File: config.mk
export PLATFORM = sky130hd
export DESIGN_NAME = link_credit_manager_top_flat
export DESIGN_NICKNAME = d
export VERILOG_FILES = /design/src/hdl/lcm_pkg.sv /design/src/hdl/lcm_cmd_if.sv /design/src/hdl/lcm_res_if.sv /design/src/hdl/link_credit_manager_top.sv /design/src/hdl/lcm_update.sv /design/src/flat_wrapper.sv
export SDC_FILE = /design/constraint.sdc
export NUM_CORES = 2
export LEC_CHECK = 0
export BUFFER_PORTS_ARGS = -buffer_cell sky130_fd_sc_hd__buf_4
export CORE_ASPECT_RATIO = 2
export CORE_MARGIN = 5
export CORE_UTILIZATION = 50
export CTS_BUF_LIST = sky130_fd_sc_hd__clkbuf_2 sky130_fd_sc_hd__clkbuf_4 sky130_fd_sc_hd__clkbuf_8
export CTS_CLUSTER_SIZE = 10
export DETAILED_ROUTE_END_ITERATION = 6
export PLACE_DENSITY_LB_ADDON = 0.08
export SYNTH_ARGS = -nofsm -noshare
export SYNTH_HDL_FRONTEND = slang
export SYNTH_HIERARCHICAL = 1
export SYNTH_SLANG_ARGS = --single-unit
File: constraint.sdc
create_clock -name clk -period 8.8 [get_ports clk]
set_input_delay 0.44 -clock clk [delete_from_list [all_inputs] [get_ports clk]]
set_output_delay 0.44 -clock clk [all_outputs]
set_load 0.05 [all_outputs]
File: src/hdl/lcm_pkg.sv
// Shared types and constants for the link credit manager.
// Holds the operation codes and the item layouts of the two channels.
// No dependencies.
package lcm_pkg;

  // Operation codes carried in the op field of an input item.
  typedef enum logic [2:0] {
    OP_CONSUME   = 3'd0,
    OP_LOCAL_RET = 3'd1,
    OP_LINK_RET  = 3'd2,
    OP_QUERY     = 3'd3,
    OP_BUILD     = 3'd4,
    OP_LOAD      = 3'd5
  } op_t;

  // Width of the wrapping per-channel statistics counters.
  localparam int CNT_W = 32;

  // Largest amount a single built link return can carry.
  localparam logic [CNT_W-1:0] RETURN_MAX = 32'd4;

  // One input item.
  typedef struct packed {
    logic [2:0] op;
    logic [1:0] port;
    logic [1:0] chan;
    logic [9:0] count;
    logic [1:0] link_code;
    logic       pool_return;
    logic       ready_flag;
    logic       shared_pool;
    logic       entry_enable;
    logic [9:0] load_credits;
  } cmd_t;

  // One result item.
  typedef struct packed {
    logic             granted;
    logic [9:0]       available;
    logic             return_valid;
    logic [1:0]       return_chan;
    logic [1:0]       return_code;
    logic             port_ready;
    logic [CNT_W-1:0] consumed_total;
    logic [CNT_W-1:0] returned_total;
    logic [CNT_W-1:0] blocked_total;
  } res_t;

endpackage

File: src/hdl/lcm_cmd_if.sv
// Valid/ready channel that carries input items into the credit manager.
// Depends on lcm_pkg for the item layout.
interface lcm_cmd_if
  import lcm_pkg::*;
();
  logic valid;
  logic ready;
  cmd_t data;

  modport source (output valid, output data, input ready);
  modport sink (input valid, input data, output ready);
endinterface

File: src/hdl/lcm_res_if.sv
// Valid/ready channel that carries result items out of the credit manager.
// Depends on lcm_pkg for the item layout.
interface lcm_res_if
  import lcm_pkg::*;
();
  logic valid;
  logic ready;
  res_t data;

  modport source (output valid, output data, input ready);
  modport sink (input valid, input data, output ready);
endinterface

File: src/hdl/link_credit_manager_top.sv
// Top level of the link credit manager: port and channel entry memories,
// the read-modify-write pipeline and the result register.
// Depends on lcm_pkg, lcm_cmd_if, lcm_res_if and lcm_update.
//
//   channel | direction | payload | accepted when
//   --------+-----------+---------+----------------------------
//   cmd     | in        | cmd_t   | cmd.valid && cmd.ready
//   res     | out       | res_t   | res.valid && res.ready
//
// One item per cycle sustained while res is not stalled. An accepted item
// reads both memories at the accept edge; it is written back as the result
// register loads. Back-to-back items on the same entry are forwarded.
// Reset clears the entry valid bits at once, so no clearing pass is needed.
// A stalled res holds the item in the update stage and drops cmd.ready.
module link_credit_manager_top
  import lcm_pkg::*;
#(
  parameter int NUM_PORTS = 4,
  parameter int NUM_CHANNELS = 4,
  parameter int CREDIT_BITS = 10
) (
  input logic      clk,
  input logic      rst,
  lcm_cmd_if.sink  cmd,
  lcm_res_if.source res
);

  localparam int NE = NUM_PORTS * NUM_CHANNELS;
  localparam int EIDX_W = (NE > 1) ? $clog2(NE) : 1;
  localparam int PIDX_W = (NUM_PORTS > 1) ? $clog2(NUM_PORTS) : 1;
  localparam int PW = 2 * CREDIT_BITS + 2;
  localparam int EW = 2 * CREDIT_BITS + 1 + 3 * CNT_W;

  // Entry memories and their valid bits.
  logic [PW-1:0] port_mem [NUM_PORTS];
  logic [EW-1:0] ent_mem [NE];
  logic [NUM_PORTS-1:0] port_vld;
  logic [NE-1:0]        ent_vld;

  // Per-entry summary of the consumed counter, used by build return.
  logic [NE-1:0] used_nz;
  logic [1:0]    used_code [NE];

  // Update stage.
  logic              s1_vld;
  cmd_t              s1_item;
  logic              s1_inr;
  logic [EIDX_W-1:0] s1_eaddr;
  logic [PIDX_W-1:0] s1_paddr;
  logic [PW-1:0]     port_rd;
  logic [EW-1:0]     ent_rd;
  logic              port_rd_vld;
  logic              ent_rd_vld;
  logic              port_fwd;
  logic              ent_fwd;
  logic [PW-1:0]     port_fwd_data;
  logic [EW-1:0]     ent_fwd_data;

  // Result register.
  logic res_vld;
  res_t res_data;

  logic              accept;
  logic              advance;
  logic              wr_en;
  logic              in_inr;
  logic [EIDX_W-1:0] in_eaddr;
  logic [PIDX_W-1:0] in_paddr;
  logic [PW-1:0]     port_cur;
  logic [EW-1:0]     ent_cur;
  logic [PW-1:0]     port_next;
  logic [EW-1:0]     ent_next;
  logic [CNT_W-1:0]  used_next;
  res_t              result;
  logic [NUM_CHANNELS-1:0]      nz_vec;
  logic [NUM_CHANNELS-1:0][1:0] code_vec;

  // Handshake: the update stage moves on whenever the result register is free.
  assign advance = !res_vld || res.ready;
  assign cmd.ready = !s1_vld || advance;
  assign accept = cmd.valid && cmd.ready;
  assign wr_en = s1_vld && advance && s1_inr;
  assign res.valid = res_vld;
  assign res.data = res_data;

  // Entry addresses of the incoming item; out-of-range items use entry zero.
  always_comb begin
    in_inr = (32'(cmd.data.port) < NUM_PORTS) && (32'(cmd.data.chan) < NUM_CHANNELS);
    in_eaddr = '0;
    in_paddr = '0;
    if (in_inr) begin
      in_eaddr = EIDX_W'(32'(cmd.data.port) * NUM_CHANNELS + 32'(cmd.data.chan));
      in_paddr = PIDX_W'(cmd.data.port);
    end
  end

  // Memory reads at accept and write-back from the update stage.
  always_ff @(posedge clk) begin
    if (accept) begin
      port_rd <= port_mem[in_paddr];
      ent_rd <= ent_mem[in_eaddr];
    end
    if (wr_en) begin
      port_mem[s1_paddr] <= port_next;
      ent_mem[s1_eaddr] <= ent_next;
    end
  end

  // Stage payload and forwarding data.
  always_ff @(posedge clk) begin
    if (accept) begin
      s1_item <= cmd.data;
      s1_inr <= in_inr;
      s1_eaddr <= in_eaddr;
      s1_paddr <= in_paddr;
      port_fwd_data <= port_next;
      ent_fwd_data <= ent_next;
    end
    if (advance && s1_vld) begin
      res_data <= result;
    end
  end

  // Control state: valid bits, forwarding flags and stage occupancy.
  always_ff @(posedge clk) begin
    if (rst) begin
      s1_vld <= 1'b0;
      res_vld <= 1'b0;
      port_vld <= '0;
      ent_vld <= '0;
      used_nz <= '0;
      port_rd_vld <= 1'b0;
      ent_rd_vld <= 1'b0;
      port_fwd <= 1'b0;
      ent_fwd <= 1'b0;
    end else begin
      if (accept) begin
        s1_vld <= 1'b1;
        port_rd_vld <= port_vld[in_paddr];
        ent_rd_vld <= ent_vld[in_eaddr];
        // A write-back in this same cycle to the entry being read is forwarded.
        port_fwd <= wr_en && (s1_paddr == in_paddr);
        ent_fwd <= wr_en && (s1_eaddr == in_eaddr);
      end else if (advance) begin
        s1_vld <= 1'b0;
      end
      if (advance && s1_vld) begin
        res_vld <= 1'b1;
      end else if (res.ready) begin
        res_vld <= 1'b0;
      end
      if (wr_en) begin
        port_vld[s1_paddr] <= 1'b1;
        ent_vld[s1_eaddr] <= 1'b1;
        used_nz[s1_eaddr] <= (used_next != '0);
      end
    end
  end

  // Saturated code of the consumed counter kept beside the nonzero flag.
  always_ff @(posedge clk) begin
    if (wr_en) begin
      used_code[s1_eaddr] <= (used_next > RETURN_MAX) ? 2'd3 : 2'(used_next - 1'b1);
    end
  end

  // Current entries: forwarded data, memory data, or zero if never written.
  always_comb begin
    if (port_fwd) begin
      port_cur = port_fwd_data;
    end else if (port_rd_vld) begin
      port_cur = port_rd;
    end else begin
      port_cur = '0;
    end
    if (ent_fwd) begin
      ent_cur = ent_fwd_data;
    end else if (ent_rd_vld) begin
      ent_cur = ent_rd;
    end else begin
      ent_cur = '0;
    end
  end

  // Consumed summaries of every channel of the addressed port.
  always_comb begin
    for (int k = 0; k < NUM_CHANNELS; k++) begin
      nz_vec[k] = 1'b0;
      code_vec[k] = '0;
      if (s1_inr) begin
        nz_vec[k] = used_nz[EIDX_W'(32'(s1_paddr) * NUM_CHANNELS + k)];
        code_vec[k] = used_code[EIDX_W'(32'(s1_paddr) * NUM_CHANNELS + k)];
      end
    end
  end

  // The consumed counter sits in the low fields of the channel entry.
  assign used_next = ent_next[3*CNT_W-1:2*CNT_W];

  lcm_update #(
    .NUM_CHANNELS(NUM_CHANNELS),
    .CREDIT_BITS(CREDIT_BITS)
  ) u_update (
    .item(s1_item),
    .in_range(s1_inr),
    .port_cur(port_cur),
    .ent_cur(ent_cur),
    .used_nz(nz_vec),
    .used_code(code_vec),
    .port_next(port_next),
    .ent_next(ent_next),
    .result(result)
  );

endmodule

File: src/hdl/lcm_update.sv
// Read-modify-write datapath of the credit manager: applies one operation to
// the port entry and channel entry read from memory and forms the result item.
// Depends on lcm_pkg.
module lcm_update
  import lcm_pkg::*;
#(
  parameter int NUM_CHANNELS = 4,
  parameter int CREDIT_BITS = 10,
  localparam int PW = 2 * CREDIT_BITS + 2,
  localparam int EW = 2 * CREDIT_BITS + 1 + 3 * CNT_W
) (
  input  cmd_t                          item,
  input  logic                          in_range,
  input  logic [PW-1:0]                 port_cur,
  input  logic [EW-1:0]                 ent_cur,
  input  logic [NUM_CHANNELS-1:0]       used_nz,
  input  logic [NUM_CHANNELS-1:0][1:0]  used_code,
  output logic [PW-1:0]                 port_next,
  output logic [EW-1:0]                 ent_next,
  output res_t                          result
);

  localparam int AMT_W = (CREDIT_BITS > 10) ? CREDIT_BITS + 1 : 11;

  typedef struct packed {
    logic                   mode;
    logic                   rdy;
    logic [CREDIT_BITS-1:0] limit;
    logic [CREDIT_BITS-1:0] left;
  } port_ent_t;

  typedef struct packed {
    logic                   rdy;
    logic [CREDIT_BITS-1:0] limit;
    logic [CREDIT_BITS-1:0] left;
    logic [CNT_W-1:0]       used;
    logic [CNT_W-1:0]       given;
    logic [CNT_W-1:0]       stalled;
  } chan_ent_t;

  // Credits seen on (port, channel) for a given pair of entries.
  function automatic logic [CREDIT_BITS-1:0] credits_of(port_ent_t pe, chan_ent_t ce);
    logic [CREDIT_BITS-1:0] c;
    c = '0;
    if (pe.rdy) begin
      if (pe.mode) begin
        c = pe.left;
      end else if (ce.rdy) begin
        c = ce.left;
      end
    end
    return c;
  endfunction

  // Adds a return to a credit count, never going above its limit.
  function automatic logic [CREDIT_BITS-1:0] capped_add(logic [CREDIT_BITS-1:0] left,
                                                        logic [9:0] amount,
                                                        logic [CREDIT_BITS-1:0] limit);
    logic [AMT_W-1:0] sum;
    sum = AMT_W'(left) + AMT_W'(amount);
    return (sum > AMT_W'(limit)) ? limit : CREDIT_BITS'(sum);
  endfunction

  port_ent_t              pc;
  port_ent_t              pn;
  chan_ent_t              cc;
  chan_ent_t              cn;
  logic [9:0]             amount;
  logic                   to_pool;
  logic [CREDIT_BITS-1:0] avail_now;
  logic [CREDIT_BITS-1:0] avail_after;
  logic                   granted;
  logic                   rvalid;
  logic [1:0]             rchan;
  logic [1:0]             rcode;

  assign pc = port_ent_t'(port_cur);
  assign cc = chan_ent_t'(ent_cur);
  assign avail_now = credits_of(pc, cc);

  // Returns go to the pool or to the channel depending on the operation.
  always_comb begin
    if (op_t'(item.op) == OP_LOCAL_RET) begin
      amount = item.count;
      to_pool = pc.mode;
    end else begin
      amount = 10'(item.link_code) + 10'd1;
      to_pool = item.pool_return;
    end
  end

  // Apply the operation to the two entries.
  always_comb begin
    pn = pc;
    cn = cc;
    granted = 1'b0;
    rvalid = 1'b0;
    rchan = '0;
    rcode = '0;
    case (op_t'(item.op))
      OP_CONSUME: begin
        if (avail_now != '0) begin
          granted = 1'b1;
          if (pc.mode) begin
            pn.left = pc.left - 1'b1;
          end else begin
            cn.left = cc.left - 1'b1;
            cn.used = cc.used + 1'b1;
          end
        end else if (!pc.mode) begin
          cn.stalled = cc.stalled + 1'b1;
        end
      end
      OP_LOCAL_RET, OP_LINK_RET: begin
        if (to_pool) begin
          pn.left = capped_add(pc.left, amount, pc.limit);
        end else begin
          cn.left = capped_add(cc.left, amount, cc.limit);
          cn.given = cc.given + CNT_W'(amount);
        end
        if (op_t'(item.op) == OP_LINK_RET && item.ready_flag) begin
          pn.rdy = 1'b1;
        end
      end
      OP_BUILD: begin
        // Lowest channel with consumed credits wins.
        if (pc.rdy && !pc.mode) begin
          for (int k = NUM_CHANNELS - 1; k >= 0; k--) begin
            if (used_nz[k]) begin
              rvalid = 1'b1;
              rchan = 2'(k);
              rcode = used_code[k];
            end
          end
        end
      end
      OP_LOAD: begin
        pn.mode = item.shared_pool;
        if (item.shared_pool) begin
          pn.limit = CREDIT_BITS'(item.load_credits);
          pn.left = CREDIT_BITS'(item.load_credits);
        end else if (item.entry_enable) begin
          cn.limit = CREDIT_BITS'(item.load_credits);
          cn.left = CREDIT_BITS'(item.load_credits);
          cn.rdy = 1'b1;
        end
        pn.rdy = 1'b1;
      end
      default: begin
      end
    endcase
  end

  assign avail_after = credits_of(pn, cn);
  assign port_next = PW'(pn);
  assign ent_next = EW'(cn);

  // Result item; an out-of-range address answers with all zeros.
  always_comb begin
    result = '0;
    if (in_range) begin
      result.granted = granted;
      result.available = 10'(avail_after);
      result.return_valid = rvalid;
      result.return_chan = rchan;
      result.return_code = rcode;
      result.port_ready = pn.rdy;
      result.consumed_total = cn.used;
      result.returned_total = cn.given;
      result.blocked_total = cn.stalled;
    end
  end

endmodule

File: src/flat_wrapper.sv
// flat-port wrapper written by rule: the top's interface ports become plain ports
module link_credit_manager_top_flat import lcm_pkg::*;
#(
  parameter int NUM_PORTS = 4,
  parameter int NUM_CHANNELS = 4,
  parameter int CREDIT_BITS = 10
)
  (clk, rst, cmd_valid, cmd_data, cmd_ready, res_valid, res_data, res_ready);
  lcm_cmd_if cmd_i ();
  lcm_res_if res_i ();
  input logic clk;
  input logic rst;
  input wire logic [$bits(cmd_i.valid)-1:0] cmd_valid;
  input wire logic [$bits(cmd_i.data)-1:0] cmd_data;
  output wire logic [$bits(cmd_i.ready)-1:0] cmd_ready;
  output wire logic [$bits(res_i.valid)-1:0] res_valid;
  output wire logic [$bits(res_i.data)-1:0] res_data;
  input wire logic [$bits(res_i.ready)-1:0] res_ready;
  assign cmd_i.valid = cmd_valid;
  assign cmd_i.data = cmd_data;
  assign cmd_ready = cmd_i.ready;
  assign res_valid = res_i.valid;
  assign res_data = res_i.data;
  assign res_i.ready = res_ready;
  link_credit_manager_top #(.NUM_PORTS(NUM_PORTS), .NUM_CHANNELS(NUM_CHANNELS), .CREDIT_BITS(CREDIT_BITS)) u_core (.clk(clk), .rst(rst), .cmd(cmd_i), .res(res_i));
endmodule
==> qor.txt <==
Psw: 0.00516 W
Area leader, netlist: edfxtp_1
Ys flop type: edfxtp_1
# port buffers: 151
Vias in the first global route: 51109
Post_cts resized: 0
Count leader, synth: edfxtp_1
Share of layout cells above drive strength 1: 28.9%
Sw Ratio: 22.3%
Die width: 321 um
Placed cell area: 0.101 mm2
Synthesis-stage register bit count: 2460
CTS tree: built
Max VDD drop: 0.000124 V
Slew Limit Headroom: 5.00%
Fill cells: 14770
H-Tree Depth: 5
DIE AREA: 0.203 mm2
Clock power share: 37.4%
Flop pwr share: 56.9%
Mapped Nets: 4642
WP data arrival: 7.17 ns
EDFF count, synth: 2416
Drt via density: 6.18
Drt wl/cell: 32.2 um
Syn_area_per_cell: 21.3 um2
Critical Path RT: 9.34 ns
NumNets Final: 5095
Setup CP Type: flop to flop
Power share of the combinational group: 5.8%
CP Capture Type: flop
First-pass GRT wire length: 363 mm
Via count: 48168
Max Cap Viol: 0
Grt ovf: 0
Area of the multi-input gates: 0.0223 mm2
Die Height: 633 um
Post-Synthesis Cells: 4555
Sequential area share after synthesis: 75.8%
Synth Cell Area: 0.0969 mm2
Clock insertion delay at the later pin of the skew report: 0.96 ns
Post-layout instance area: 0.108 mm2
Initial antenna violation count: 3
Unique cell type count in the Yosys netlist: 91
Clk_skew: 0.0661 ns
Slew @ Worst Pin: 1.42 ns
Final setup vio count: 0
YS warnings: 6
Period utilisation layout: 75.3%
RSZ-0062 raised after global routing: false
Starting Density: 50.2%
Largest net degree at the start of global routing: 125
Post-route minimum period: 6.63 ns
LEAKAGE: 35.6 nW
Initial DRT Pass Iterations: 5
Clock-pin slew on the worst setup and hold paths: 0.07 ns
Detailed placer's ending HPWL: 136 mm
Worst min-delay path category: primary input to flop
Register Area: 0.0734 mm2
Total GRT Usage: 24.6%
PwrDens: 214 mW/mm2
Core box area: 0.193 mm2
Crit Path Max Fanout: 20
Status: finished, final reports clean
CTS Sinks: 2460
TritonCTS Buffers: 346
Post-route ant nets: 0
Top-area cell type share of the netlist area: 74.9%
Fmax: 151 MHz
First DRT Iteration DRCs: 4219
Synthesis-to-layout area growth: 11.9%
Total Wirelength: 251 mm
Max-slew violations: 0
Hold Vio Cnt, Final: 0
Internal: 0.0180 W
Startpoint types: flop
CTS root buf: clkbuf_8
Commonest cells in the netlist: edfxtp_1, mux4_2, a22o_1, clkbuf_1, and2_1
IO Pins: 152
Setup Total Neg Slack: 0 ns
Area contributors post-synth: edfxtp_1, mux4_2, a22o_1
Async SR Flop Fraction: 0%
# DRC: 0
Rows: 228
CTS Buffer Depth: 4
Gpl congestion: 0.943
power by group through the flow:
| stage | clock (W) | sequential, W | combinational, W |
|---|---|---|---|
| 2_1_floorplan | 0 | 0.0135 | 0.000826 |
| 3_3_place_gp | 0 | 0.0134 | 0.00132 |
| 3_5_place_dp | 0 | 0.0134 | 0.00133 |
| 4_1_cts | 0.00891 | 0.0132 | 0.00135 |
| 5_1_grt | 0.00942 | 0.0132 | 0.00142 |
| 6_report | 0.00865 | 0.0132 | 0.00133 |
state kept, by name, indices dropped and copies added, names as in the netlist, named ones only:
register,count
u_core/ent_fwd,1
u_core/ent_fwd_data,117
u_core/ent_mem,1872
u_core/ent_rd,117
u_core/ent_rd_vld,1
u_core/ent_vld,16
u_core/port_fwd,1
u_core/port_fwd_data,22
u_core/port_mem,88
u_core/port_rd,22
u_core/port_rd_vld,1
u_core/port_vld,4
u_core/res.data,113
u_core/res.valid,1
u_core/s1_eaddr,3
u_core/s1_item,30
u_core/s1_vld,1
u_core/used_code,32
u_core/used_nz,16
cell usage in the layout (no fill, tap or decap), drive strengths merged, types with 9 or more instances in the layout:
master	n
clkbuf	454
inv	61
dfxtp	44
nand2b	9
mux4	622
nor2b	11
edfxtp	2416
a21o	10
mux2	12
nor3	24
nand3	38
and3	29
a22o	147
mux2i	23
clkinv	131
o21ai	54
buf	309
nand2	109
and4	11
and2	126
nor4	16
a21oi	90
dlygate4sd3	34
ha	47
nand4	37
a211oi	21
xnor2	75
nor2	118
xor2	44
critical path, cell delays in order, from the launching register on:
cell	delay [ns]
edfxtp_1	0.73
nor3b_4	0.56
mux2_2	0.50
ha_1	0.30
a21o_1	0.20
a221oi_1	0.31
o21ai_0	0.22
a31o_2	0.28
a21oi_1	0.17
xnor2_1	0.11
ha_1	0.33
nand4b_1	0.10
nor3_1	0.26
a211o_1	0.14
a21oi_1	0.04
a2111o_1	0.62
mux2i_1	0.21
o21ai_1	1.11
final cells by class:
class                           count  area share (%)
Multi-Input combinational cell   1802            20.6
Clock buffer                      454            5.21
Sequential cell                  2460            67.7
Timing Repair Buffer              343            2.55
Antenna cell                        2         0.00462
Tap cell                         2530            2.92
Clock inverter                    151           0.833
Inverter                           55           0.197
per-layer routing:
layer,vias to the layer above,global-route usage (%),share of wire [%]
li1,19947,-,-
met1,26102,31.6,38
met2,1662,43.6,53
met3,457,3.17,4.9
met4,0,8.84,3.8
met5,-,0,0
per-stage QoR:
stage / total power [W] / utilization [%] / hold WS, ns / instances / setup slack (ns)
after floorplan: 0.0143 / - / 0.431 / 4555 / 0.458
after global placement: 0.0147 / 52.6 / 0.442 / 7154 / 2.36
after detailed placement: 0.0147 / 52.6 / 0.448 / 7154 / 2.25
after CTS: 0.0234 / 56.2 / 0.0107 / 7793 / 2.23
after global routing: 0.0240 / 56.2 / 0.0461 / 7797 / 1.90
final: 0.0232 / 56.2 / 0.0876 / 7797 / 2.17
timing repair:
action | CTS | global route
hold endpoints to repair | 71 | 0
hold buffers | 34 | 0
setup buffers | 0 | 0
setup endpoints to repair | 0 | 0
logic make-up (layout without fill, tap and decap cells):
group                    after synthesis  in the layout  share of synthesized area (%)
adder cells (fa/ha/maj)               53             53                          0.702
other                                  1              3                        0.00387
AND/OR/NAND/NOR                      562            562                           3.10
AO/OA/AOI/OAI                        410            410                           3.13
multiplexers                         657            657                           14.8
XOR/XNOR                             119            119                           1.08
buffers and inverters                293           1003                           1.36
flip-flops                          2460           2460                           75.8
path summary, 6_finish.rpt:
kind,from,cells after the start,end,slack [ns]
worst max-delay path,u_core/s1_item[30],17,u_core/ent_mem[10][100],2.17
worst min-delay path,cmd_data[29],1,u_core/s1_eaddr[3],0.09
worst max register to register,u_core/s1_item[30],17,u_core/ent_mem[10][100],2.17
worst min register to register,u_core/port_rd_vld,2,u_core/port_rd_vld,0.46
Note: power is estimated with default switching activity, not from simulation.
